File: src/lgsf_pkg.sv
package lgsf_pkg;

    localparam int IDX_W     = 10;
    localparam int COLOR_W   = 32;
    localparam int COORD_W   = 14;
    localparam int LEN_W     = 7;
    localparam int POS_W     = 32;
    localparam int MODE_W    = 2;
    localparam int CFG_IDX_W = 2;
    localparam int Q_DEPTH   = 4;

    localparam logic ACT_WRITE = 1'b0;
    localparam logic ACT_FETCH = 1'b1;

    localparam logic [MODE_W-1:0] SPREAD_PAD     = 2'd0;
    localparam logic [MODE_W-1:0] SPREAD_REPEAT  = 2'd1;
    localparam logic [MODE_W-1:0] SPREAD_REFLECT = 2'd2;

    localparam logic [CFG_IDX_W-1:0] CFG_X_STEP      = 2'd0;
    localparam logic [CFG_IDX_W-1:0] CFG_Y_STEP      = 2'd1;
    localparam logic [CFG_IDX_W-1:0] CFG_BASE_POS    = 2'd2;
    localparam logic [CFG_IDX_W-1:0] CFG_SPREAD_MODE = 2'd3;

    // one queued request: a table write or a span fetch
    typedef struct packed {
        logic               act;
        logic [IDX_W-1:0]   index;
        logic [COLOR_W-1:0] color;
        logic [COORD_W-1:0] x;
        logic [COORD_W-1:0] y;
        logic [LEN_W-1:0]   len;
    } req_t;

    typedef struct packed {
        logic full;
        logic empty;
    } q_stat_t;

    typedef struct packed {
        logic [POS_W-1:0]  x_step;
        logic [POS_W-1:0]  y_step;
        logic [POS_W-1:0]  base;
        logic [MODE_W-1:0] mode;
    } cfg_t;

endpackage

File: src/lgsf_front.sv
module lgsf_front
    import lgsf_pkg::*;
#(
    parameter int TABLE_SIZE = 1024,
    parameter int MAX_SPAN   = 64
) (
    input  logic               in_valid,
    input  logic               action,
    input  logic [IDX_W-1:0]   table_index,
    input  logic [COLOR_W-1:0] table_color,
    input  logic [COORD_W-1:0] span_x,
    input  logic [COORD_W-1:0] span_y,
    input  logic [LEN_W-1:0]   span_length,
    input  q_stat_t            q_stat,
    output logic               in_stall,
    output logic               q_push,
    output req_t               q_entry
);

    logic keep;
    logic [LEN_W-1:0] len_clamp;

    // writes past the table and empty spans leave no trace
    always_comb
    begin
        if (action == ACT_WRITE)
        begin
            keep = (32'(table_index) < 32'(TABLE_SIZE));
        end
        else
        begin
            keep = (span_length != '0);
        end
        len_clamp = (span_length > LEN_W'(MAX_SPAN)) ? LEN_W'(MAX_SPAN) : span_length;
    end

    assign in_stall      = q_stat.full;
    assign q_push        = in_valid && !q_stat.full && keep;
    assign q_entry.act   = action;
    assign q_entry.index = table_index;
    assign q_entry.color = table_color;
    assign q_entry.x     = span_x;
    assign q_entry.y     = span_y;
    assign q_entry.len   = len_clamp;

endmodule

File: config.mk
export PLATFORM = sky130hd
export DESIGN_NAME = lgsf_front
export DESIGN_NICKNAME = d
export VERILOG_FILES = /design/src/lgsf_pkg.sv /design/src/lgsf_front.sv
export SDC_FILE = /design/constraint.sdc
export NUM_CORES = 1
export LEC_CHECK = 0
export BUFFER_PORTS_ARGS = -buffer_cell sky130_fd_sc_hd__buf_2
export CELL_PAD_IN_SITES_DETAIL_PLACEMENT = 0
export CELL_PAD_IN_SITES_GLOBAL_PLACEMENT = 2
export CORE_UTILIZATION = 10
export DETAILED_ROUTE_END_ITERATION = 12
export PLACE_DENSITY = 0.95
export SYNTH_ARGS = -nofsm -noshare
export SYNTH_HDL_FRONTEND = slang
export SYNTH_SLANG_ARGS = --single-unit
export TNS_END_PERCENT = 20
File: constraint.sdc
create_clock -name vclk -period 0.8
set_clock_uncertainty 0.05 [all_clocks]
set_input_delay 0.16 -clock vclk [all_inputs]
set_output_delay 0.16 -clock vclk [all_outputs]
set_load 0.01 [all_outputs]
==> results.ini <==
[outcome]
outcome = finished with violations
failed_checks = setup timing

[synthesis]
muxShareOfSynthArea_pct = 0
synth_compound_area_share_pct = 0.795
ys_seq_area_share_pct = 0
synth_area_leaders = buf_4 86%, and2b_2 8.3%, nor4b_2 2.4%, nand2b_1 0.99%, nor4_1 0.99%
synth_cell_types = 7
synth-adder-area-share_pct = 0
synth_area_um2 = 629
synth_cells = 83
synth_top_family_by_area = buffers and inverters
synth_top_area_share_pct = 85.9
syn_nets = 164
synth-xor-area-share_pct = 0
synth_area_per_cell_um2 = 7.58
ys_warn_count = 0
synthSimpleGateAreaFrac_pct = 12.7
yosys.area.top_type = buf_4

[setup_path]
slowest_stage = nor4_4
slowest_delay_ps = 250
end_kind = primary output
start_kind = input pin
crit_chain = buf_8, nor4_4, a21oi_1, buf_2
cp.required_ps = 590
crit_fanout = 2
crit_type = in -> out
cp.arrival_ps = 750

[detailed_routing]
wl_per_cell_um = 9.02
ant_nets = 0
vias = 256
via_per_inst = 2.42
wirelength_um = 956
firstDrtPassIters = 2
drt_iter0_markers = 2
drc = 0

[layout]
final_cells = 106
clkbuf_count = 0
seq_cell_count = 0
n_fill_cell = 700
fin_util_pct = 6.56
area_delta_synth_final_pct = -37.6
diodes = 0
final_nets = 114
register_area_um2 = 0
multi_input_area_um2 = 109
drive_gt1_share_pct = 93.5

[global_route]
grt_usage_pct = 1.86
grt_overflow_total = 0
first_global_vias = 214
antenna_found_initial = 0
grt_first_pass_wirelength_um = 931
grt_max_degree = 9

[pwr]
clkPwrFrac_pct = 0
leakagePower_nw = 0.157
swShare_pct = 37.8
power.share.combinational_pct = 100.0
p_sw_uw = 60.6
intPower_uw = 99.7
ir_drop_uv = 104
seq_power_share_pct = 0
power.density_nw_per_um2 = 408

[floorplanning]
die_area_um2 = 6610
die_h_um = 81.3
rows = 28
dieWidth_um = 81.3
initial_core_util_pct = 10.5
core_um2 = 5990
ios = 161

[timing]
finalSetupViolations = 4
slew_headroom_pct = 87.7
setup_ws_ps = -162
finalCriticalPeriod_ps = 962
finalMaxSlewViolations = 0
finalCritPeriodShare_pct = 120
fmax_mhz = 1040
whs_ps = 270
rsz0062_at_grt = true
tightest_slew_ps = 183
finalHoldViolations = 0
fin_setup_tns_ps = -258

[placement]
numPortBuffers = 20
place_ws_ps = -204
place.gp.congestion = 0.421
place_inst = 105

[worst_hold_path]
hold_path_class = in -> out

[run]
drv_cap = 0

-- Yosys cell counts, drive strengths merged --
cell type and number:
and2b 6, a21oi 1, nor4b 1, nand2b 1, clkbuf 1, nor4 1
buf 72
-- what timing repair did --
item	in CTS	in global routing
hold buffers	0	0
buffers inserted	1	0
endpoints found under the setup margin	7	6
resized for setup	8	11
pin swaps	3	2
-- power by group through the flow --
stage | combinational [mW] | sequential [mW] | clock [mW]
finish | 0.160 | 0 | 0
global route | 0.172 | 0 | 0
CTS | 0.124 | 0 | 0
detailed placement | 0.0984 | 0 | 0
global placement | 0.0983 | 0 | 0
floorplan | 0.408 | 0 | 0
-- metrics by stage --
stage | power [mW] | instance area, µm²
global placement | 0.0983 | 279
CTS | 0.124 | 328
detailed placement | 0.0984 | 279
finish | 0.160 | 393
global route | 0.172 | 393
floorplan | 0.408 | 629
-- final timing paths --
check / cells past startpoint / slack (ps) / to / start
min: 0 / 270 / q_entry[47] / table_color[12]
max: 4 / -160 / q_push / span_length[0]
-- kinds of logic after synthesis --
group | Yosys count
buffers and inverters | 73
and+or+nand+nor | 9
AOI/OAI and AO/OA | 1
-- layer usage --
metal	vias to the layer above	track usage, %	wire length, µm
met2	39	3.33	446
met3	32	1.35	208
met1	108	0	149
met4	0	5.00	152
met5	-	0	0
li1	77	-	-
-- worst max-delay path, delay by kind of cell --
kind,cells,cell delay [ps]
buffers and inverters,2,250
AOI/OAI and AO/OA,1,100
and+or+nand+nor,1,250
-- cells in the final DEF (no fill, tap or decap) --
cell | netlist | routed
buf_4 | 72 | 1
nand2b_1 | 1 | 1
buf_2 | 0 | 8
and2b_2 | 6 | 6
nor4b_4 | 0 | 1
nor4_4 | 0 | 1
buf_6 | 0 | 10
buf_8 | 0 | 2
a21oi_1 | 1 | 1
-- layout make-up --
cell class         instances  area share, %
repair buffers            21           48.4
well taps                 75           23.9
multi-input cells         10           27.7
No activity file was read; power rests on OpenSTA's default activity.
