<file path="src/lgsf_pkg.sv">
package lgsf_pkg;

    localparam int IDX_W     = 10;
    localparam int COLOR_W   = 32;
    localparam int COORD_W   = 14;
    localparam int LEN_W     = 7;
    localparam int POS_W     = 32;
    localparam int MODE_W    = 2;
    localparam int CFG_IDX_W = 2;
    localparam int Q_DEPTH   = 4;

    localparam logic ACT_WRITE = 1'b0;
    localparam logic ACT_FETCH = 1'b1;

    localparam logic [MODE_W-1:0] SPREAD_PAD     = 2'd0;
    localparam logic [MODE_W-1:0] SPREAD_REPEAT  = 2'd1;
    localparam logic [MODE_W-1:0] SPREAD_REFLECT = 2'd2;

    localparam logic [CFG_IDX_W-1:0] CFG_X_STEP      = 2'd0;
    localparam logic [CFG_IDX_W-1:0] CFG_Y_STEP      = 2'd1;
    localparam logic [CFG_IDX_W-1:0] CFG_BASE_POS    = 2'd2;
    localparam logic [CFG_IDX_W-1:0] CFG_SPREAD_MODE = 2'd3;

    // one queued request: a table write or a span fetch
    typedef struct packed {
        logic               act;
        logic [IDX_W-1:0]   index;
        logic [COLOR_W-1:0] color;
        logic [COORD_W-1:0] x;
        logic [COORD_W-1:0] y;
        logic [LEN_W-1:0]   len;
    } req_t;

    typedef struct packed {
        logic full;
        logic empty;
    } q_stat_t;

    typedef struct packed {
        logic [POS_W-1:0]  x_step;
        logic [POS_W-1:0]  y_step;
        logic [POS_W-1:0]  base;
        logic [MODE_W-1:0] mode;
    } cfg_t;

endpackage

</file>
<file path="src/lgsf_back.sv">
module lgsf_back
    import lgsf_pkg::*;
#(
    parameter int TABLE_SIZE = 1024,
    parameter int MAX_SPAN   = 64,
    parameter int FRAC_BITS  = 8,
    localparam int AW = $clog2(TABLE_SIZE)
) (
    input  logic               clk,
    input  logic               rst_n,
    input  cfg_t               cfg,
    input  req_t               head,
    input  q_stat_t            q_stat,
    output logic               q_pop,
    output logic               ram_we,
    output logic [AW-1:0]      ram_waddr,
    output logic [COLOR_W-1:0] ram_wdata,
    output logic               ram_re,
    output logic [AW-1:0]      ram_raddr,
    input  logic               out_stall,
    output logic               out_valid,
    output logic               last_pixel
);

    localparam int CW  = $clog2(MAX_SPAN + 1);
    localparam int PRW = COORD_W + 1 + POS_W;
    localparam int SW  = PRW + 2;
    localparam int IW  = POS_W + 1 - FRAC_BITS;
    localparam int UW  = IW + 1;
    localparam int LW  = $clog2(2 * TABLE_SIZE);
    localparam int RW  = UW + 3;
    localparam int PW  = UW + RW;
    localparam int SH  = UW + LW;
    localparam int HALF_Q = 1 << (FRAC_BITS - 1);

    localparam longint N1      = TABLE_SIZE;
    localparam longint N2      = 2 * TABLE_SIZE;
    localparam longint HALF_IX = longint'(1) << (IW - 1);
    // offsets that lift any index to a non-negative multiple-preserving value
    localparam longint OFF_N1   = ((HALF_IX + N1 - 1) / N1) * N1;
    localparam longint OFF_N2   = ((HALF_IX + N2 - 1) / N2) * N2;
    localparam longint RECIP_N1 = ((longint'(1) << SH) + N1 - 1) / N1;
    localparam longint RECIP_N2 = ((longint'(1) << SH) + N2 - 1) / N2;

    localparam logic [1:0] ST_IDLE = 2'd0;
    localparam logic [1:0] ST_SUM  = 2'd1;
    localparam logic [1:0] ST_RUN  = 2'd2;

    function automatic logic [POS_W-1:0] sat_pos(input logic signed [SW-1:0] v);
        logic [POS_W-1:0] r;
        if (v[SW-1:POS_W-1] == {(SW-POS_W+1){v[SW-1]}})
        begin
            r = v[POS_W-1:0];
        end
        else if (v[SW-1])
        begin
            r = {1'b1, {(POS_W-1){1'b0}}};
        end
        else
        begin
            r = {1'b0, {(POS_W-1){1'b1}}};
        end
        return r;
    endfunction

    logic signed [POS_W-1:0] x_step_s, y_step_s, base_s;
    logic is_rep, is_refl;

    logic [1:0]              state_reg, state_next;
    logic signed [POS_W-1:0] pos_reg, pos_next;
    logic [CW-1:0]           rem_reg, rem_next;
    logic signed [PRW-1:0]   px_reg, px_next;
    logic signed [PRW-1:0]   py_reg, py_next;
    logic                    issue;
    logic                    advance;
    logic                    pipe_empty;
    logic signed [SW-1:0]    start_sum;

    logic signed [POS_W:0]   rnd_sum;
    logic signed [IW-1:0]    idx;
    logic [AW-1:0]           pad_idx;
    logic [UW-1:0]           off_sel;
    logic [RW-1:0]           recip_sel;
    logic [LW:0]             l_sel;
    logic [UW-1:0]           u_next;
    logic [PW-1:0]           prod;
    logic [UW-1:0]           ql;
    logic [LW-1:0]           fold;

    logic          s1_v_reg, s2_v_reg, s3_v_reg, out_v_reg;
    logic [UW-1:0] s1_u_reg, s2_u_reg;
    logic [UW-1:0] s2_q_reg;
    logic [LW-1:0] s3_m_reg;
    logic [AW-1:0] s1_pad_reg, s2_pad_reg, s3_pad_reg;
    logic          s1_last_reg, s2_last_reg, s3_last_reg, out_last_reg;

    assign x_step_s = cfg.x_step;
    assign y_step_s = cfg.y_step;
    assign base_s   = cfg.base;
    assign is_rep   = (cfg.mode == SPREAD_REPEAT);
    assign is_refl  = (cfg.mode == SPREAD_REFLECT);

    assign advance    = !out_v_reg || !out_stall;
    assign pipe_empty = !s1_v_reg && !s2_v_reg && !s3_v_reg;
    assign start_sum  = SW'(base_s) + SW'(px_reg) + SW'(py_reg);

    // sequencer: table writes wait for in-flight reads to drain
    always_comb
    begin
        state_next = state_reg;
        pos_next   = pos_reg;
        rem_next   = rem_reg;
        px_next    = px_reg;
        py_next    = py_reg;
        q_pop      = 1'b0;
        ram_we     = 1'b0;
        issue      = 1'b0;
        case (state_reg)
            ST_IDLE:
            begin
                if (!q_stat.empty)
                begin
                    if (head.act == ACT_FETCH)
                    begin
                        q_pop      = 1'b1;
                        px_next    = PRW'($signed({1'b0, head.x})) * PRW'(x_step_s);
                        py_next    = PRW'($signed({1'b0, head.y})) * PRW'(y_step_s);
                        rem_next   = CW'(head.len);
                        state_next = ST_SUM;
                    end
                    else if (pipe_empty)
                    begin
                        q_pop  = 1'b1;
                        ram_we = 1'b1;
                    end
                end
            end
            ST_SUM:
            begin
                pos_next   = sat_pos(start_sum);
                state_next = ST_RUN;
            end
            ST_RUN:
            begin
                if (advance)
                begin
                    issue    = 1'b1;
                    pos_next = sat_pos(SW'(pos_reg) + SW'(x_step_s));
                    rem_next = CW'(rem_reg - 1'b1);
                    if (rem_reg == CW'(1))
                    begin
                        state_next = ST_IDLE;
                    end
                end
            end
            default:
            begin
                state_next = ST_IDLE;
            end
        endcase
    end

    always_ff @(posedge clk or negedge rst_n)
    begin
        if (!rst_n)
        begin
            state_reg <= ST_IDLE;
            pos_reg   <= '0;
            rem_reg   <= '0;
        end
        else
        begin
            state_reg <= state_next;
            pos_reg   <= pos_next;
            rem_reg   <= rem_next;
        end
    end

    always_ff @(posedge clk)
    begin
        px_reg <= px_next;
        py_reg <= py_next;
    end

    assign ram_waddr = AW'(head.index);
    assign ram_wdata = head.color;

    // moduli track spread mode; user keeps it static per span, unenforced
    always_comb
    begin
        if (is_refl)
        begin
            off_sel   = UW'(OFF_N2);
            recip_sel = RW'(RECIP_N2);
            l_sel     = (LW+1)'(N2);
        end
        else
        begin
            off_sel   = UW'(OFF_N1);
            recip_sel = RW'(RECIP_N1);
            l_sel     = (LW+1)'(N1);
        end
    end

    // stage 1: round to index, clamp for pad, bias for modulo
    always_comb
    begin
        rnd_sum = (POS_W+1)'(pos_reg) + (POS_W+1)'(HALF_Q);
        idx     = IW'(rnd_sum >>> FRAC_BITS);
        if (idx[IW-1])
        begin
            pad_idx = '0;
        end
        else if (idx >= IW'(TABLE_SIZE))
        begin
            pad_idx = AW'(TABLE_SIZE - 1);
        end
        else
        begin
            pad_idx = AW'(idx);
        end
        u_next = UW'(idx) + off_sel;
    end

    // stage 2: quotient by reciprocal, stage 3: remainder
    assign prod = PW'(s1_u_reg) * PW'(recip_sel);
    assign ql   = UW'(s2_q_reg * UW'(l_sel));

    // stage 4: mirror for reflect and pick the table address
    always_comb
    begin
        fold = LW'(N2 - 1) - s3_m_reg;
        if (is_refl)
        begin
            ram_raddr = (s3_m_reg >= LW'(N1)) ? AW'(fold) : AW'(s3_m_reg);
        end
        else if (is_rep)
        begin
            ram_raddr = AW'(s3_m_reg);
        end
        else
        begin
            ram_raddr = s3_pad_reg;
        end
    end

    assign ram_re = advance && s3_v_reg;

    always_ff @(posedge clk or negedge rst_n)
    begin
        if (!rst_n)
        begin
            s1_v_reg  <= 1'b0;
            s2_v_reg  <= 1'b0;
            s3_v_reg  <= 1'b0;
            out_v_reg <= 1'b0;
        end
        else if (advance)
        begin
            s1_v_reg  <= issue;
            s2_v_reg  <= s1_v_reg;
            s3_v_reg  <= s2_v_reg;
            out_v_reg <= s3_v_reg;
        end
    end

    always_ff @(posedge clk)
    begin
        if (advance)
        begin
            s1_u_reg     <= u_next;
            s1_pad_reg   <= pad_idx;
            s1_last_reg  <= (rem_reg == CW'(1));
            s2_u_reg     <= s1_u_reg;
            s2_q_reg     <= UW'(prod >> SH);
            s2_pad_reg   <= s1_pad_reg;
            s2_last_reg  <= s1_last_reg;
            s3_m_reg     <= LW'(s2_u_reg - ql);
            s3_pad_reg   <= s2_pad_reg;
            s3_last_reg  <= s2_last_reg;
            out_last_reg <= s3_last_reg;
        end
    end

    assign out_valid  = out_v_reg;
    assign last_pixel = out_last_reg;

endmodule

</file>
<file path="config.mk">
export PLATFORM = sky130hd
export DESIGN_NAME = lgsf_back
export DESIGN_NICKNAME = d
export VERILOG_FILES = /design/src/lgsf_pkg.sv /design/src/lgsf_back.sv
export SDC_FILE = /design/constraint.sdc
export NUM_CORES = 2
export LEC_CHECK = 0
export BUFFER_PORTS_ARGS = -buffer_cell sky130_fd_sc_hd__buf_2
export CORE_AREA = 2 2 306 308
export DETAILED_ROUTE_END_ITERATION = 7
export DIE_AREA = 0 0 308 310
export GPL_TIMING_DRIVEN = 0
export PLACE_DENSITY = 0.67
export SLEW_MARGIN = 5
export SYNTH_ARGS = -nofsm -noshare
export SYNTH_HDL_FRONTEND = slang
export SYNTH_SLANG_ARGS = --single-unit
</file>
<file path="constraint.sdc">
create_clock -name clk -period 12.7 [get_ports clk]
set_clock_uncertainty 0.15 [all_clocks]
set_input_delay 0.635 -clock clk [delete_from_list [all_inputs] [get_ports clk]]
set_output_delay 0.635 -clock clk [all_outputs]
set_load 0.05 [all_outputs]
</file>
==> flow_metrics.env <==
export IMPL_detailedPlacementHpwl_um=110000
export IMPL_fin_hold_ws_ns=0.181
export IMPL_yosysWarnings=0
export IMPL_drv_cap=0
export IMPL_slew_headroom_pct=20.1
export IMPL_synthMostInstantiatedCell="sky130_fd_sc_hd__inv_1"
export IMPL_path_max_fanout=10
export IMPL_routed_wl_um=128000
export IMPL_chipHeight_um=310
export IMPL_reg2reg_depth=16
export IMPL_startpoint_type="input port"
export IMPL_timing_setup_critical_path_class="input port to flip-flop"
export IMPL_worstReg2RegEnd="pos_reg[2]$_DFFE_PN0P_"
export IMPL_clockRootBuffer="sky130_fd_sc_hd__clkbuf_16"
export IMPL_first_global_vias=36292
export IMPL_layout_area_overhead_vs_synth_pct=7.35
export IMPL_core_rowCount=112
export IMPL_worst_endpoint_required_ns=12.78
export IMPL_largest_net_degree_at_the_start_of_global_routing=72
export IMPL_die_w_um=308
export IMPL_detailedRoute_firstIterationViolations=2683
export IMPL_clkSlewWorstSetupHoldPaths_ns=0.06
export IMPL_tritoncts_num_buffers=25
export IMPL_synth_edff_count=163
export IMPL_grt_remaining_overflow=0
export IMPL_drt_pass1_iter_count=5
export IMPL_outcome="finished clean"
export IMPL_yosysTopAreaCellShare_pct=38.2
export IMPL_achievable_frequency_mhz=121
export IMPL_antenna_violations_before_repair=12
export IMPL_tritoncts="yes"
export IMPL_cts_sinks=208
export IMPL_setup_viol=0
export IMPL_grt_pass1_wl_um=204000
export IMPL_synth_main_ff_cell="sky130_fd_sc_hd__edfxtp_1"
export IMPL_ctsHoldBuffers=0
export IMPL_yosys_top_cells_count="972 x sky130_fd_sc_hd__inv_1, 871 x sky130_fd_sc_hd__fa_1, 598 x sky130_fd_sc_hd__and2_1"
export IMPL_drive_above_1_share_pct=6.26
export IMPL_clk_path_buf_depth=3
export IMPL_placed_area_um2=48200
export IMPL_synth_async_reset_ratio_pct=21.6
export IMPL_timing_final_crit_share_pct=65.1
export IMPL_final_max_slew_violation_count=0
export IMPL_avgViaCountPerCell=5.45
export IMPL_timing_hold_violations_final=0
export IMPL_finished_layout_cell_area_um2=49000
export IMPL_rsz0062_at_grt="no"
export IMPL_synth_yosys_seq_area_share_pct=13.2
export IMPL_io_buffers=194
export IMPL_synth_seq_cells=208
export IMPL_fp_coreArea_um2=92500
export IMPL_finalWorstPathRequiredPeriod_ns=8.27
export IMPL_top_cells_by_area_synth="sky130_fd_sc_hd__fa_1 38%, sky130_fd_sc_hd__edfxtp_1 11%, sky130_fd_sc_hd__ha_1 8.9%, sky130_fd_sc_hd__and2_1 8.2%, sky130_fd_sc_hd__inv_1 8.0%"
export IMPL_initial_utilization_pct=49.3
export IMPL_yosysUniqueCellTypes=81
export IMPL_grt_total_usage_pct=27.9
export IMPL_cts_setup_buffers=0
export IMPL_synth_largest_area_cell="sky130_fd_sc_hd__fa_1"
export IMPL_antenna_violating_nets_post_route=0
export IMPL_r2r_setup_slk_ns=6.91
export IMPL_die_area_um2=95500
export IMPL_cts_htree_levels=1
export IMPL_vias=34463
export IMPL_nNetsFinal=6484
export IMPL_worst_endpoint_arrival_ns=8.35
export IMPL_cts_repair_resize_count=0
export IMPL_avgRoutedWirePerCell_um=20.3
export IMPL_hold_class="input port to async pin"
export IMPL_finalSetupTns_ns=0
export IMPL_worstSkewPairLatency_ns=0.54
export IMPL_synth_avg_cell_area_um2=9.35
export IMPL_worst_slew_pin_slew_ns=1.20
export IMPL_syn_inst=4879
export IMPL_critPathCaptureType="flip-flop"
export IMPL_worst_r2r_startpoint="py_reg[2]$_DFFE_PP_"
export IMPL_gpl_final_weighted_congestion=0.965
export IMPL_layout_core_utilization_pct=53.0
export IMPL_drcViolationCount=0
export IMPL_io_pins=238
export IMPL_synth_cell_area_um2=45600
metrics by stage:
stage / cells / worst slack, ns
5_1_grt: 6322 / 4.08
6_report: 6325 / 4.43
3_5_place_dp: 6277 / 3.94
2_1_floorplan: 4884 / 5.41
3_3_place_gp: 6275 / 3.94
4_1_cts: 6322 / 4.47
cell usage in the layout (no fill, tap or decap), types with 7 or more instances in the layout:
master,count
sky130_fd_sc_hd__nand2b_1,35
sky130_fd_sc_hd__buf_4,45
sky130_fd_sc_hd__nand4_1,24
sky130_fd_sc_hd__mux2_2,9
sky130_fd_sc_hd__and2_1,597
sky130_fd_sc_hd__o21ai_1,15
sky130_fd_sc_hd__o211ai_1,12
sky130_fd_sc_hd__buf_2,200
sky130_fd_sc_hd__a211oi_1,27
sky130_fd_sc_hd__a21o_1,86
sky130_fd_sc_hd__xnor2_1,132
sky130_fd_sc_hd__o31ai_1,10
sky130_fd_sc_hd__o2111ai_1,7
sky130_fd_sc_hd__clkbuf_1,184
sky130_fd_sc_hd__edfxtp_1,163
sky130_fd_sc_hd__dfrtp_1,45
sky130_fd_sc_hd__o21ai_0,121
sky130_fd_sc_hd__inv_1,972
sky130_fd_sc_hd__or3_1,8
sky130_fd_sc_hd__xor2_1,70
sky130_fd_sc_hd__nand2_1,450
sky130_fd_sc_hd__or2_2,8
sky130_fd_sc_hd__mux2i_1,15
sky130_fd_sc_hd__ha_1,325
sky130_fd_sc_hd__and3_1,23
sky130_fd_sc_hd__nand3_1,41
sky130_fd_sc_hd__o21bai_1,25
sky130_fd_sc_hd__nor2_1,114
sky130_fd_sc_hd__a22o_1,9
sky130_fd_sc_hd__clkbuf_16,25
sky130_fd_sc_hd__o22ai_1,22
sky130_fd_sc_hd__a21oi_1,190
sky130_fd_sc_hd__fa_1,871
sky130_fd_sc_hd__nor4_1,7
sky130_fd_sc_hd__nor2b_1,32
sky130_fd_sc_hd__o21a_1,28
sky130_fd_sc_hd__nor3_1,35
sky130_fd_sc_hd__a31oi_1,23
cell type report:
type | count | area (µm²)
sequential | 208 | 6020
clock inverter | 16 | 146
buffer | 236 | 1070
multi-input combinational | 3468 | 34900
fill | 8523 | 43500
antenna | 3 | 7.51
inverter | 972 | 3650
timing repair buffer | 196 | 1030
tap | 1197 | 1500
clock buffer | 29 | 641
routing by layer:
layer	GRT usage (%)	routed length (µm)
met5	0	122
met4	11.3	6290
met3	4.67	10100
met2	45.7	59000
met1	36.9	52900
critical path: stages:
cell                       delay (ns)
sky130_fd_sc_hd__buf_2           0.17
sky130_fd_sc_hd__clkbuf_1        0.29
sky130_fd_sc_hd__and2_1          0.27
sky130_fd_sc_hd__fa_1            0.58
sky130_fd_sc_hd__inv_1           0.07
sky130_fd_sc_hd__fa_1            0.52
sky130_fd_sc_hd__inv_1           0.05
sky130_fd_sc_hd__fa_1            0.50
sky130_fd_sc_hd__inv_1           0.05
sky130_fd_sc_hd__fa_1            0.57
sky130_fd_sc_hd__inv_1           0.07
sky130_fd_sc_hd__fa_1            0.55
sky130_fd_sc_hd__fa_1            0.43
sky130_fd_sc_hd__ha_1            0.33
sky130_fd_sc_hd__a211o_1         0.28
sky130_fd_sc_hd__a211oi_1        0.36
sky130_fd_sc_hd__o31a_1          0.27
sky130_fd_sc_hd__o21a_1          0.13
sky130_fd_sc_hd__o21ai_0         0.15
sky130_fd_sc_hd__or3_1           0.44
sky130_fd_sc_hd__a31o_2          0.25
sky130_fd_sc_hd__a31o_2          0.26
sky130_fd_sc_hd__a31oi_1         0.28
sky130_fd_sc_hd__nor2_1          0.10
sky130_fd_sc_hd__o41ai_1         0.31
sky130_fd_sc_hd__xnor2_1         0.40
cell families (layout without fill, tap and decap cells):
logic type | after synthesis | count (layout) | share of synthesized area, %
compound gates | 640 | 640 | 8.90
buf+inv | 1208 | 1449 | 10.3
simple gates | 1400 | 1400 | 16.0
fa+ha+maj | 1196 | 1196 | 47.1
xor+xnor | 202 | 202 | 3.88
mux | 24 | 24 | 0.551
flops | 208 | 208 | 13.2
other cells | 1 | 9 | 0.00822
worst max-delay path by stage:
stage | start | endpoint | slack (ns) | depth (start not counted)
2_1_floorplan | cfg[82] | px_reg[43]$_DFFE_PP_ | 5.41 | 26
3_3_place_gp | cfg[82] | px_reg[43]$_DFFE_PP_ | 3.94 | 27
3_5_place_dp | cfg[76] | px_reg[43]$_DFFE_PP_ | 3.94 | 26
4_1_cts | cfg[76] | px_reg[43]$_DFFE_PP_ | 4.47 | 26
5_1_grt | head[24] | px_reg[43]$_DFFE_PP_ | 4.08 | 27
6_report | cfg[76] | px_reg[43]$_DFFE_PP_ | 4.43 | 26
Power is not shown: default switching activity piles up to over one toggle a cycle in this logic, so the estimate is an artifact.
