===== src/lgsf_pkg.sv =====
package lgsf_pkg;

    localparam int IDX_W     = 10;
    localparam int COLOR_W   = 32;
    localparam int COORD_W   = 14;
    localparam int LEN_W     = 7;
    localparam int POS_W     = 32;
    localparam int MODE_W    = 2;
    localparam int CFG_IDX_W = 2;
    localparam int Q_DEPTH   = 4;

    localparam logic ACT_WRITE = 1'b0;
    localparam logic ACT_FETCH = 1'b1;

    localparam logic [MODE_W-1:0] SPREAD_PAD     = 2'd0;
    localparam logic [MODE_W-1:0] SPREAD_REPEAT  = 2'd1;
    localparam logic [MODE_W-1:0] SPREAD_REFLECT = 2'd2;

    localparam logic [CFG_IDX_W-1:0] CFG_X_STEP      = 2'd0;
    localparam logic [CFG_IDX_W-1:0] CFG_Y_STEP      = 2'd1;
    localparam logic [CFG_IDX_W-1:0] CFG_BASE_POS    = 2'd2;
    localparam logic [CFG_IDX_W-1:0] CFG_SPREAD_MODE = 2'd3;

    // one queued request: a table write or a span fetch
    typedef struct packed {
        logic               act;
        logic [IDX_W-1:0]   index;
        logic [COLOR_W-1:0] color;
        logic [COORD_W-1:0] x;
        logic [COORD_W-1:0] y;
        logic [LEN_W-1:0]   len;
    } req_t;

    typedef struct packed {
        logic full;
        logic empty;
    } q_stat_t;

    typedef struct packed {
        logic [POS_W-1:0]  x_step;
        logic [POS_W-1:0]  y_step;
        logic [POS_W-1:0]  base;
        logic [MODE_W-1:0] mode;
    } cfg_t;

endpackage


===== src/lgsf_queue.sv =====
module lgsf_queue
    import lgsf_pkg::*;
(
    input  logic    clk,
    input  logic    rst_n,
    input  logic    push,
    input  req_t    push_data,
    input  logic    pop,
    output req_t    head,
    output q_stat_t q_stat
);

    localparam int PTR_W = $clog2(Q_DEPTH);
    localparam int CNT_W = $clog2(Q_DEPTH + 1);

    req_t             entry_reg [Q_DEPTH];
    logic [PTR_W-1:0] wr_ptr_reg, wr_ptr_next;
    logic [PTR_W-1:0] rd_ptr_reg, rd_ptr_next;
    logic [CNT_W-1:0] count_reg, count_next;

    always_comb
    begin
        wr_ptr_next = wr_ptr_reg;
        rd_ptr_next = rd_ptr_reg;
        count_next  = count_reg;
        if (push)
        begin
            wr_ptr_next = (wr_ptr_reg == PTR_W'(Q_DEPTH - 1)) ? '0 : PTR_W'(wr_ptr_reg + 1'b1);
        end
        if (pop)
        begin
            rd_ptr_next = (rd_ptr_reg == PTR_W'(Q_DEPTH - 1)) ? '0 : PTR_W'(rd_ptr_reg + 1'b1);
        end
        if (push && !pop)
        begin
            count_next = CNT_W'(count_reg + 1'b1);
        end
        else if (pop && !push)
        begin
            count_next = CNT_W'(count_reg - 1'b1);
        end
    end

    always_ff @(posedge clk or negedge rst_n)
    begin
        if (!rst_n)
        begin
            wr_ptr_reg <= '0;
            rd_ptr_reg <= '0;
            count_reg  <= '0;
        end
        else
        begin
            wr_ptr_reg <= wr_ptr_next;
            rd_ptr_reg <= rd_ptr_next;
            count_reg  <= count_next;
        end
    end

    always_ff @(posedge clk)
    begin
        if (push)
        begin
            entry_reg[wr_ptr_reg] <= push_data;
        end
    end

    assign head         = entry_reg[rd_ptr_reg];
    assign q_stat.full  = (count_reg == CNT_W'(Q_DEPTH));
    assign q_stat.empty = (count_reg == '0);

endmodule


===== config.mk =====
export PLATFORM = sky130hd
export DESIGN_NAME = lgsf_queue
export DESIGN_NICKNAME = d
export VERILOG_FILES = /design/src/lgsf_pkg.sv /design/src/lgsf_queue.sv
export SDC_FILE = /design/constraint.sdc
export NUM_CORES = 1
export LEC_CHECK = 0
export BUFFER_PORTS_ARGS = -buffer_cell sky130_fd_sc_hd__buf_2
export CORE_MARGIN = 3
export CORE_UTILIZATION = 30
export DETAILED_ROUTE_END_ITERATION = 7
export SYNTH_ARGS = -nofsm -noshare
export SYNTH_HDL_FRONTEND = slang
export SYNTH_SLANG_ARGS = --single-unit

===== constraint.sdc =====
create_clock -name clk -period 8.08 [get_ports clk]
set_input_delay 1.616 -clock clk [delete_from_list [all_inputs] [get_ports clk]]
set_output_delay 1.616 -clock clk [all_outputs]
set_load 0.02 [all_outputs]

==> insert_results.sql, run 1 <==
INSERT INTO impl_metrics (metric_group, metric, value, unit) VALUES
('status', 'status', 'finished, final reports clean', ''),
('final_layout', 'diodes', '0', ''),
('synth', 'synth-compound-area-share', '0.0851', '%'),
('detailed_routing', 'drtAntennaViolNets', '0', ''),
('grt', 'grt_first_pass_wirelength', '34300', 'um'),
('worst_setup_path', 'critPathCaptureType', 'primary output', ''),
('clock_network', 'cts.repair_timing.setup_buffer_count', '0', ''),
('synth', 'post-synth-top-count-cell', 'sky130_fd_sc_hd__edfxtp_1', ''),
('grt', 'antenna_found_initial', '2', ''),
('min_path', 'hold_class', 'register to register', ''),
('clock_network', 'clock_tree.root_cell', 'sky130_fd_sc_hd__clkbuf_16', ''),
('synth', 'post_synth_fa_ha_maj_area_fraction', '0.809', '%'),
('final_layout', 'instances_no_fill', '1169', ''),
('final_layout', 'area.growth.synth_to_final', '20.6', '%'),
('worst_setup_path', 'critPathArrivalTime', '3.29', 'ns'),
('floorplan', 'initial_utilization', '30.8', '%'),
('final_layout', 'final_util', '37.2', '%'),
('detailed_routing', 'num_vias', '5227', ''),
('grt', 'pin_count_of_the_biggest_net_entering_global_routing', '60', ''),
('synth', 'yosysWarningCount', '0', ''),
('clock_network', 'htree_num_levels', '2', ''),
('synth', 'post_synth_most_frequent_cells', 'sky130_fd_sc_hd__edfxtp_1 (312), sky130_fd_sc_hd__mux4_2 (78), sky130_fd_sc_hd__buf_12 (8), sky130_fd_sc_hd__buf_2 (8), sky130_fd_sc_hd__dfrtp_1 (7)', ''),
('synth', 'synth_top_cell_by_area', 'sky130_fd_sc_hd__edfxtp_1', ''),
('clock_network', 'clock_insertion_delay_worst_skew', '0.53', 'ns'),
('power', 'powerDensity', '373', 'nW/um2'),
('sta', 'timing.setup.tns', '0', 'ns'),
('floorplan', 'y_dimension_of_the_die', '204', 'um'),
('power', 'irDropWorstVdd', '0.177', 'mV'),
('sta', 'timing.clock.skew', '0.0211', 'ns'),
('synth', 'synth_simple_gate_area_share', '0.479', '%'),
('synth', 'synth.lib_cells_used.distinct', '19', ''),
('sta', 'setup-violations-final', '0', ''),
('worst_setup_path', 'cp-start-kind', 'register', ''),
('detailed_routing', 'detail_route.iter0.violations', '238', ''),
('worst_setup_path', 'worstSetupStartpoint', 'rd_ptr_reg[0]', ''),
('power', 'report.power.total', '5.29', 'mW'),
('floorplan', 'std_cell_rows', '71', ''),
('floorplan', 'dieArea', '41600', 'um2'),
('power', 'p_leak', '4.78', 'nW'),
('grt', 'grt.total_usage', '11.0', '%'),
('clock_network', 'cts_max_path_buffers', '3', ''),
('sta', 'worst-slew-pin-transition', '0.936', 'ns'),
('worst_setup_path', 'worst-setup-path-type', 'register to primary output', ''),
('clock_network', 'cts.reportedPaths.clkPinSlew', '0.06', 'ns'),
('detailed_routing', 'detail_route.wl_per_cell', '19.5', 'um'),
('sta', 'unrepaired_setup_endpoints_after_global_routing', 'no', ''),
('synth', 'netlist_instances', '445', ''),
('synth', 'synth_enable_flop_cells', '312', ''),
('placed_design', 'dpl.hpwl', '13200', 'um'),
('grt', 'first_global_vias', '5663', ''),
('sta', 'post-route-min-period', '4.90', 'ns'),
('sta', 'fmax', '204', 'MHz'),
('synth', 'yosys.area_share.xor_xnor', '0.223', '%'),
('detailed_routing', 'routed_wirelength', '22800', 'um'),
('synth', 'portion_of_the_post_synthesis_area_used_by_sequential_elements', '81.2', '%'),
('sta', 'post-route-period-util', '60.7', '%'),
('synth', 'post_synthesis_mean_instance_area', '26.4', 'um2'),
('floorplan', 'boundaryPins', '162', ''),
('sta', 'worst_hold_slack', '0.486', 'ns'),
('final_layout', 'numnets_final', '722', ''),
('grt', 'grt.overflow.total', '0', ''),
('synth', 'synthesis.area', '11800', 'um2'),
('floorplan', 'fp.dieW', '204', 'um'),
('worst_setup_path', 'critical_path.max_fanout', '29', ''),
('clock_network', 'tritoncts', 'yes', ''),
('synth', 'synth_top_family_by_area', 'multiplexers', ''),
('synth', 'postSynthRegisterBits', '319', ''),
('final_layout', 'nFillCells', '3459', ''),
('placed_design', 'port_buffers', '161', ''),
('synth', 'synth.area.mux_share', '15.2', '%'),
('floorplan', 'core_area', '38100', 'um2');
cell families (layout without fill, tap and decap cells):
kind of cell | count (synthesis) | count (layout)
DFF | 319 | 319
muxes | 81 | 81
buffers and inverters | 22 | 235
and+or+nand+nor | 11 | 11
adders and majority gates | 7 | 7
xor gates and xnor gates | 3 | 3
AOI/OAI and AO/OA | 2 | 2
through the flow:
step	setup WS (ns)	area [um2]
floorplan	4.20	11800
global placement	3.56	13100
detailed placement	3.56	13100
CTS	2.98	14200
global route	2.79	14200
finish	3.18	14200
cells in the final DEF (no fill, tap or decap), types with 2 or more instances in the layout:
| master | instances |
|---|---|
| sky130_fd_sc_hd__bufinv_16 | 3 |
| sky130_fd_sc_hd__dfrtp_4 | 2 |
| sky130_fd_sc_hd__mux2_2 | 3 |
| sky130_fd_sc_hd__clkbuf_16 | 37 |
| sky130_fd_sc_hd__xor2_1 | 2 |
| sky130_fd_sc_hd__mux4_2 | 78 |
| sky130_fd_sc_hd__ha_1 | 6 |
| sky130_fd_sc_hd__o21ai_0 | 2 |
| sky130_fd_sc_hd__clkbuf_1 | 7 |
| sky130_fd_sc_hd__clkinvlp_4 | 2 |
| sky130_fd_sc_hd__buf_2 | 161 |
| sky130_fd_sc_hd__nor2_1 | 3 |
| sky130_fd_sc_hd__buf_4 | 7 |
| sky130_fd_sc_hd__edfxtp_1 | 312 |
| sky130_fd_sc_hd__nand2_1 | 2 |
| sky130_fd_sc_hd__clkinv_1 | 7 |
| sky130_fd_sc_hd__inv_1 | 4 |
| sky130_fd_sc_hd__clkinv_2 | 6 |
| sky130_fd_sc_hd__and2_4 | 4 |
| sky130_fd_sc_hd__dfrtp_1 | 5 |
report_power, final:
part	internal [mW]	total, mW	switching (mW)
combinational	0.616	1.48	0.867
sequential	2.13	2.26	0.129
clock	0.932	1.55	0.621
metal layers:
metal,up-vias,track usage (%),share of wire (%)
met5,-,0,0.11
met4,4,2.95,2.0
met3,42,3.95,7.3
met2,162,17.7,49
met1,2731,14.2,42
li1,2288,-,-
final cells by class:
| class | count | area [um2] | area share [%] |
|---|---|---|---|
| timing repair buffer | 168 | 858 | 6.06 |
| clock buffer | 44 | 952 | 6.72 |
| tap | 511 | 639 | 4.51 |
| sequential | 319 | 9550 | 67.4 |
| clock inverter | 19 | 170 | 1.20 |
| inverter | 4 | 15.0 | 0.106 |
| multi-input combinational | 104 | 1990 | 14.0 |
critical path, stage by stage (launching register included):
cell,delay (ns)
sky130_fd_sc_hd__dfrtp_4,0.78
sky130_fd_sc_hd__buf_4,0.59
sky130_fd_sc_hd__buf_4,0.59
sky130_fd_sc_hd__mux4_2,0.59
sky130_fd_sc_hd__buf_2,0.18
path summary, 6_finish.rpt:
check	endpoint	slack, ns
setup / recovery	head[76]	3.18
max in group asynchronous	rd_ptr_reg[0]	6.95
min in group asynchronous	count_reg[2]	0.92
setup reg to reg	entry_reg[0][24]	5.76
hold / removal	count_reg[2]	0.49
hold reg to reg	count_reg[2]	0.49
Note: power is estimated with default switching activity, not from simulation.
==> inputs of run 2 (changes only) <==
ABC_AREA = 1   (was default)
clock period = 4.5 ns   (was 8.08 ns; I/O delays follow)
==> insert_results.sql, run 2 <==
INSERT INTO impl_metrics (metric_group, metric, value, unit) VALUES
('status', 'status', 'finished, final reports clean', ''),
('sta', 'worst-slew-pin-transition', '0.886', 'ns'),
('clock_network', 'clock_tree.root_cell', 'sky130_fd_sc_hd__clkbuf_16', ''),
('power', 'irDropWorstVdd', '0.387', 'mV'),
('detailed_routing', 'met1_length', '11100', 'um'),
('synth', 'synth_top_cell_by_area', 'sky130_fd_sc_hd__edfxtp_1', ''),
('synth', 'async_flop_share', '2.19', '%'),
('synth', 'netlist_instances', '962', ''),
('worst_setup_path', 'worst_ep_required_time', '3.60', 'ns'),
('run', 'drv.max_cap_violation_count', '0', ''),
('synth', 'postSynthNetCount', '1051', ''),
('worst_setup_path', 'critical_path.max_fanout', '45', ''),
('detailed_routing', 'wl_met2', '12900', 'um'),
('clock_network', 'cts.sink_count', '319', ''),
('placed_design', 'dpl.hpwl', '14700', 'um'),
('detailed_routing', 'detail_route.wl_per_cell', '15.6', 'um'),
('detailed_routing', 'routed_wirelength', '26200', 'um'),
('synth', 'post_synthesis_mean_instance_area', '13.2', 'um2'),
('detailed_routing', 'drt_drc_violations_left', '0', ''),
('grt', 'grt_first_pass_wirelength', '39600', 'um'),
('power', 'report.power.total', '9.83', 'mW'),
('min_path', 'hold_class', 'input pin to asynchronous set/reset pin', ''),
('floorplan', 'fp.dieW', '212', 'um'),
('sta', 'timing.setup.tns', '0', 'ns'),
('power', 'power_switching', '3.48', 'mW'),
('synth', 'portion_of_the_post_synthesis_area_used_by_sequential_elements', '75.0', '%'),
('clock_network', 'cts_repair_resize_count', '0', ''),
('final_layout', 'number_of_flip_flops_in_the_largest_register', '312', ''),
('detailed_routing', 'drtAntennaViolNets', '0', ''),
('power', 'power.combinational.fraction', '31.6', '%'),
('power', 'switching_share', '35.4', '%'),
('detailed_routing', 'drtPass1Iterations', '4', ''),
('floorplan', 'boundaryPins', '162', ''),
('final_layout', 'drive_gt1_share', '19.8', '%'),
('sta', 'unrepaired_setup_endpoints_after_global_routing', 'no', ''),
('clock_network', 'cts.reportedPaths.clkPinSlew', '0.06', 'ns'),
('floorplan', 'dieArea', '44900', 'um2'),
('final_layout', 'instances_no_fill', '1679', ''),
('detailed_routing', 'route.detailed.vias_per_inst', '4.41', ''),
('final_layout', 'mostFrequentLayoutCells', 'sky130_fd_sc_hd__edfxtp_1 (312), sky130_fd_sc_hd__nand2_1 (249), sky130_fd_sc_hd__inv_1 (163), sky130_fd_sc_hd__buf_2 (161), sky130_fd_sc_hd__o211ai_1 (156)', ''),
('clock_network', 'number_of_buffers_added_by_the_clock_tree_synthesis_step', '36', ''),
('floorplan', 'core_area', '41400', 'um2'),
('clock_network', 'hold_buffers_post_cts', '0', ''),
('worst_setup_path', 'worst-r2r-cell-count', '5', ''),
('synth', 'post_synth_most_frequent_cells', 'sky130_fd_sc_hd__edfxtp_1 (312), sky130_fd_sc_hd__nand2_1 (249), sky130_fd_sc_hd__inv_1 (167), sky130_fd_sc_hd__o211ai_1 (156), sky130_fd_sc_hd__buf_2 (37)', ''),
('worst_setup_path', 'critPathCaptureType', 'primary output', ''),
('clock_network', 'htree_num_levels', '2', ''),
('detailed_routing', 'dr.max_layer_used', 'met5', ''),
('power', 'power.sequential.fraction', '40.6', '%'),
('floorplan', 'std_cell_rows', '74', ''),
('sta', 'post-route-period-util', '73.6', '%'),
('synth', 'synth.lib_cells_used.distinct', '19', ''),
('grt', 'first_global_vias', '7072', ''),
('sta', 'timing.clock.skew', '0.00852', 'ns'),
('sta', 'timing.max_slew.rel_slack', '40.9', '%'),
('worst_setup_path', 'worst-setup-path-type', 'register to primary output', ''),
('worst_setup_path', 'ff2ff_setup_slack', '2.47', 'ns'),
('placed_design', 'port_buffers', '161', ''),
('grt', 'grt.total_usage', '11.6', '%'),
('placed_design', 'dp_cells', '1616', ''),
('synth', 'synth_flop_cell', 'sky130_fd_sc_hd__edfxtp_1', ''),
('sta', 'finalHoldViolations', '0', ''),
('synth', 'synth_top_area_share', '73.7', '%'),
('synth', 'synthesis.area', '12700', 'um2'),
('final_layout', 'nFillCells', '3995', ''),
('worst_setup_path', 'critPathArrivalTime', '2.41', 'ns'),
('synth', 'post-synth-top-count-cell', 'sky130_fd_sc_hd__edfxtp_1', ''),
('final_layout', 'area.growth.synth_to_final', '19.3', '%'),
('power', 'powerDensity', '648', 'nW/um2'),
('clock_network', 'clock_insertion_delay_worst_skew', '0.52', 'ns'),
('final_layout', 'seq_area', '9550', 'um2'),
('sta', 'setup-violations-final', '0', ''),
('power', 'p_leak', '6.06', 'nW'),
('floorplan', 'y_dimension_of_the_die', '212', 'um'),
('sta', 'post-route-min-period', '3.31', 'ns'),
('clock_network', 'cts_max_path_buffers', '3', ''),
('detailed_routing', 'num_vias', '7404', ''),
('sta', 'worst_hold_slack', '0.209', 'ns'),
('placed_design', 'gp_congestion', '0.681', ''),
('final_layout', 'numnets_final', '1211', ''),
('detailed_routing', 'detail_route.iter0.violations', '292', ''),
('sta', 'slew_violations', '0', ''),
('final_layout', 'final_common_cell', 'sky130_fd_sc_hd__edfxtp_1', ''),
('power', 'power_frac_clock', '27.7', '%'),
('worst_setup_path', 'cp-start-kind', 'register', ''),
('grt', 'grt.overflow.total', '0', ''),
('worst_setup_path', 'rr_startpoint', 'wr_ptr_reg[0]', ''),
('floorplan', 'initial_utilization', '30.7', '%'),
('synth', 'postSynthRegisterBits', '319', ''),
('power', 'power_report.internal_total', '6.34', 'mW'),
('clock_network', 'cts.repair_timing.setup_buffer_count', '0', ''),
('synth', 'yosys-top-cells-area', 'sky130_fd_sc_hd__edfxtp_1 (74%), sky130_fd_sc_hd__o211ai_1 (9.2%), sky130_fd_sc_hd__nand2_1 (7.3%), sky130_fd_sc_hd__inv_1 (4.9%), sky130_fd_sc_hd__buf_2 (1.5%)', ''),
('grt', 'antenna_found_initial', '3', ''),
('final_layout', 'multi_input_area', '2260', 'um2'),
('clock_network', 'tritoncts', 'yes', ''),
('synth', 'yosysWarningCount', '0', ''),
('detailed_routing', 'detailroute.wirelength.met3', '1460', 'um'),
('grt', 'pin_count_of_the_biggest_net_entering_global_routing', '101', ''),
('synth', 'synth_enable_flop_cells', '312', ''),
('worst_setup_path', 'regToRegEndpoint', 'entry_reg[2][47]', ''),
('sta', 'fmax', '302', 'MHz');
-- run 2: how the worst max path moves through the flow --
stage,from,to,depth (start not counted)
6_report,rd_ptr_reg[1],head[42],5
5_1_grt,rd_ptr_reg[0],head[35],6
4_1_cts,rd_ptr_reg[1],head[42],5
3_5_place_dp,rd_ptr_reg[1],head[42],5
3_3_place_gp,rd_ptr_reg[1],head[42],5
2_1_floorplan,push,entry_reg[3][0],2
-- run 2: cell type report --
cell class | count | area share [%]
Antenna cell | 1 | 0.0165
Clock buffer | 45 | 6.30
Clock inverter | 17 | 0.916
Inverter | 169 | 4.31
Multi-Input combinational cell | 423 | 14.9
Sequential cell | 319 | 62.9
Tap cell | 532 | 4.39
Timing Repair Buffer | 173 | 6.24
-- run 2: per-layer routing --
layer  GRT usage (%)  vias up
li1                -     3675
met1            13.7     3543
met2            20.1      139
met3            3.23       45
met4            4.25        2
met5               0        -
-- run 2: worst max-delay path, stage by stage, from the launching register on --
cell,delay (ns)
sky130_fd_sc_hd__dfrtp_4,0.70
sky130_fd_sc_hd__clkinv_2,0.11
sky130_fd_sc_hd__buf_4,0.57
sky130_fd_sc_hd__o211ai_1,0.24
sky130_fd_sc_hd__nand2_1,0.10
sky130_fd_sc_hd__buf_2,0.16
-- run 2: kinds of logic after synthesis --
group / count (synthesis) / synth area share, %
compound gates: 160 / 9.36
xor+xnor: 1 / 0.0689
fa+ha+maj: 7 / 0.748
buf+inv: 220 / 7.21
flops: 319 / 75.0
simple gates: 255 / 7.57
-- run 2: power by group through the flow --
stage | combinational, mW | sequential (mW) | clock (mW)
detailed placement | 3.21 | 4.06 | 0
floorplan | 2.21 | 3.99 | 0
global placement | 3.18 | 4.04 | 0
finish | 3.11 | 3.99 | 2.73
global route | 3.47 | 4.04 | 2.95
CTS | 3.22 | 4.00 | 2.84
-- run 2: metrics by stage --
step	utilization [%]	cell area (um2)	worst slack, ns
5_1_grt	36.6	15200	0.999
2_1_floorplan	-	12700	1.61
6_report	36.6	15200	1.19
3_3_place_gp	34.0	14100	1.62
3_5_place_dp	34.0	14100	1.62
4_1_cts	36.6	15200	1.04
==> inputs of run 3 (changes only) <==
clock period = 3.29 ns   (was 4.5 ns; I/O delays follow)
==> insert_results.sql, run 3 (synthesis gave the netlist of run 2 again) <==
INSERT INTO impl_metrics (metric_group, metric, value, unit) VALUES
('detailed_routing', 'drtAntennaViolNets', '0', ''),
('detailed_routing', 'num_vias', '7358', ''),
('clock_network', 'cts.reportedPaths.clkPinSlew', '0.06', 'ns'),
('floorplan', 'initial_utilization', '30.7', '%'),
('floorplan', 'std_cell_rows', '74', ''),
('final_layout', 'mostFrequentLayoutCells', 'sky130_fd_sc_hd__edfxtp_1 (312), sky130_fd_sc_hd__nand2_1 (249), sky130_fd_sc_hd__inv_1 (163), sky130_fd_sc_hd__buf_2 (161), sky130_fd_sc_hd__o211ai_1 (156)', ''),
('sta', 'post-route-period-util', '85.9', '%'),
('power', 'irDropWorstVdd', '0.539', 'mV'),
('grt', 'antenna_found_initial', '3', ''),
('min_path', 'hold_class', 'input pin to register', ''),
('placed_design', 'port_buffers', '161', ''),
('placed_design', 'gp_congestion', '0.705', ''),
('power', 'powerDensity', '887', 'nW/um2'),
('floorplan', 'fp.dieW', '212', 'um'),
('detailed_routing', 'route.detailed.vias_per_inst', '4.37', ''),
('grt', 'pin_count_of_the_biggest_net_entering_global_routing', '97', ''),
('sta', 'worst-slew-pin-transition', '0.596', 'ns'),
('clock_network', 'tritoncts', 'yes', ''),
('clock_network', 'htree_num_levels', '2', ''),
('floorplan', 'dieArea', '44900', 'um2'),
('clock_network', 'cts_max_path_buffers', '3', ''),
('sta', 'slew_violations', '0', ''),
('sta', 'fmax', '354', 'MHz'),
('grt', 'grt_first_pass_wirelength', '40800', 'um'),
('sta', 'setup-violations-final', '0', ''),
('detailed_routing', 'drt_drc_violations_left', '0', ''),
('sta', 'timing.clock.skew', '0.0171', 'ns'),
('clock_network', 'cts.repair_timing.setup_buffer_count', '0', ''),
('detailed_routing', 'detailroute.wirelength.met3', '1420', 'um'),
('final_layout', 'number_of_flip_flops_in_the_largest_register', '312', ''),
('final_layout', 'area.growth.synth_to_final', '20.0', '%'),
('floorplan', 'boundaryPins', '162', ''),
('status', 'status', 'finished, final reports clean', ''),
('worst_setup_path', 'critical_path.max_fanout', '96', ''),
('worst_setup_path', 'worst-setup-path-type', 'register to primary output', ''),
('sta', 'timing.max_slew.rel_slack', '60.2', '%'),
('run', 'drv.max_cap_violation_count', '0', ''),
('sta', 'post-route-min-period', '2.83', 'ns'),
('worst_setup_path', 'critPathCaptureType', 'primary output', ''),
('worst_setup_path', 'critPathArrivalTime', '2.17', 'ns'),
('sta', 'unrepaired_setup_endpoints_after_global_routing', 'no', ''),
('grt', 'grt.overflow.total', '0', ''),
('detailed_routing', 'dr.max_layer_used', 'met5', ''),
('sta', 'worst_hold_slack', '0.343', 'ns'),
('clock_network', 'number_of_buffers_added_by_the_clock_tree_synthesis_step', '35', ''),
('final_layout', 'numnets_final', '1213', ''),
('worst_setup_path', 'cp-start-kind', 'register', ''),
('placed_design', 'dpl.hpwl', '15100', 'um'),
('sta', 'finalHoldViolations', '0', ''),
('final_layout', 'final_common_cell', 'sky130_fd_sc_hd__edfxtp_1', ''),
('grt', 'first_global_vias', '7410', ''),
('clock_network', 'cts_repair_resize_count', '0', ''),
('final_layout', 'drive_gt1_share', '20.1', '%'),
('clock_network', 'hold_buffers_post_cts', '1', ''),
('clock_network', 'cts.sink_count', '319', ''),
('clock_network', 'clock_insertion_delay_worst_skew', '0.53', 'ns'),
('detailed_routing', 'detail_route.iter0.violations', '297', ''),
('clock_network', 'clock_tree.root_cell', 'sky130_fd_sc_hd__clkbuf_16', ''),
('power', 'p_leak', '6.11', 'nW'),
('detailed_routing', 'met1_length', '11800', 'um'),
('grt', 'grt.total_usage', '11.8', '%'),
('detailed_routing', 'routed_wirelength', '26500', 'um'),
('detailed_routing', 'drtPass1Iterations', '4', ''),
('sta', 'timing.setup.tns', '0', 'ns'),
('floorplan', 'y_dimension_of_the_die', '212', 'um'),
('detailed_routing', 'detail_route.wl_per_cell', '15.7', 'um'),
('worst_setup_path', 'worst_ep_required_time', '2.63', 'ns'),
('floorplan', 'core_area', '41400', 'um2'),
('detailed_routing', 'wl_met2', '12700', 'um');
[run 3: changes by cell type in the layout (fill, tap and decap cells not counted), sizes merged]
cell	previous run	this run
diode	1	3
dlygate4sd3	0	1
clkinv	14	18
clkinvlp	2	1
buf	173	175
clkbuf	45	42
[run 3: worst max-delay path, stage by stage (launching register included)]
cell and delay, ns:
sky130_fd_sc_hd__dfrtp_1 0.45, sky130_fd_sc_hd__inv_8 0.29, sky130_fd_sc_hd__buf_12 0.35, sky130_fd_sc_hd__nand2_1 0.09, sky130_fd_sc_hd__o211ai_1 0.10, sky130_fd_sc_hd__nand2_1 0.10
sky130_fd_sc_hd__buf_2 0.17
[run 3: area by class of cell]
class                           count  area [um2]
Multi-Input combinational cell    423        2260
Sequential cell                   319        9550
Clock buffer                       42         945
Tap cell                          532         666
Inverter                          169         653
Clock inverter                     20         146
Timing Repair Buffer              176        1050
Antenna cell                        3        7.51
Fill cell                        3956       26100
[run 3: worst paths after layout]
check,depth (start not counted),to,slack [ns],startpoint
hold / removal,1,entry_reg[1][56],0.34,push_data[56]
setup / recovery,6,head[13],0.46,rd_ptr_reg[0]
setup reg to reg,5,entry_reg[1][65],1.43,wr_ptr_reg[1]
min in group asynchronous,2,count_reg[2],0.52,rst_n
max in group asynchronous,2,rd_ptr_reg[1],2.58,rst_n
hold reg to reg,2,count_reg[2],0.49,count_reg[2]
[run 3: metal layers]
layer  vias up  track usage [%]
li1       3694                -
met1      3482             14.7
met2       136             19.8
met3        42             3.68
met4         4             3.35
met5         -                0
[run 3: power breakdown]
group	switching (mW)	internal [mW]	total [mW]
registers	0.164	5.21	5.37
logic	3.10	1.34	4.44
clock network	1.53	2.20	3.73
[run 3: metrics by stage]
stage	utilization (%)	power (mW)	cell area (um2)	setup slack (ns)	std cells
2_1_floorplan	-	8.48	12700	0.646	962
3_3_place_gp	34.2	9.98	14200	0.976	1618
3_5_place_dp	34.2	10.0	14200	0.960	1618
4_1_cts	36.9	13.8	15300	0.382	1681
5_1_grt	36.9	14.4	15300	0.236	1681
6_report	36.9	13.5	15300	0.464	1684
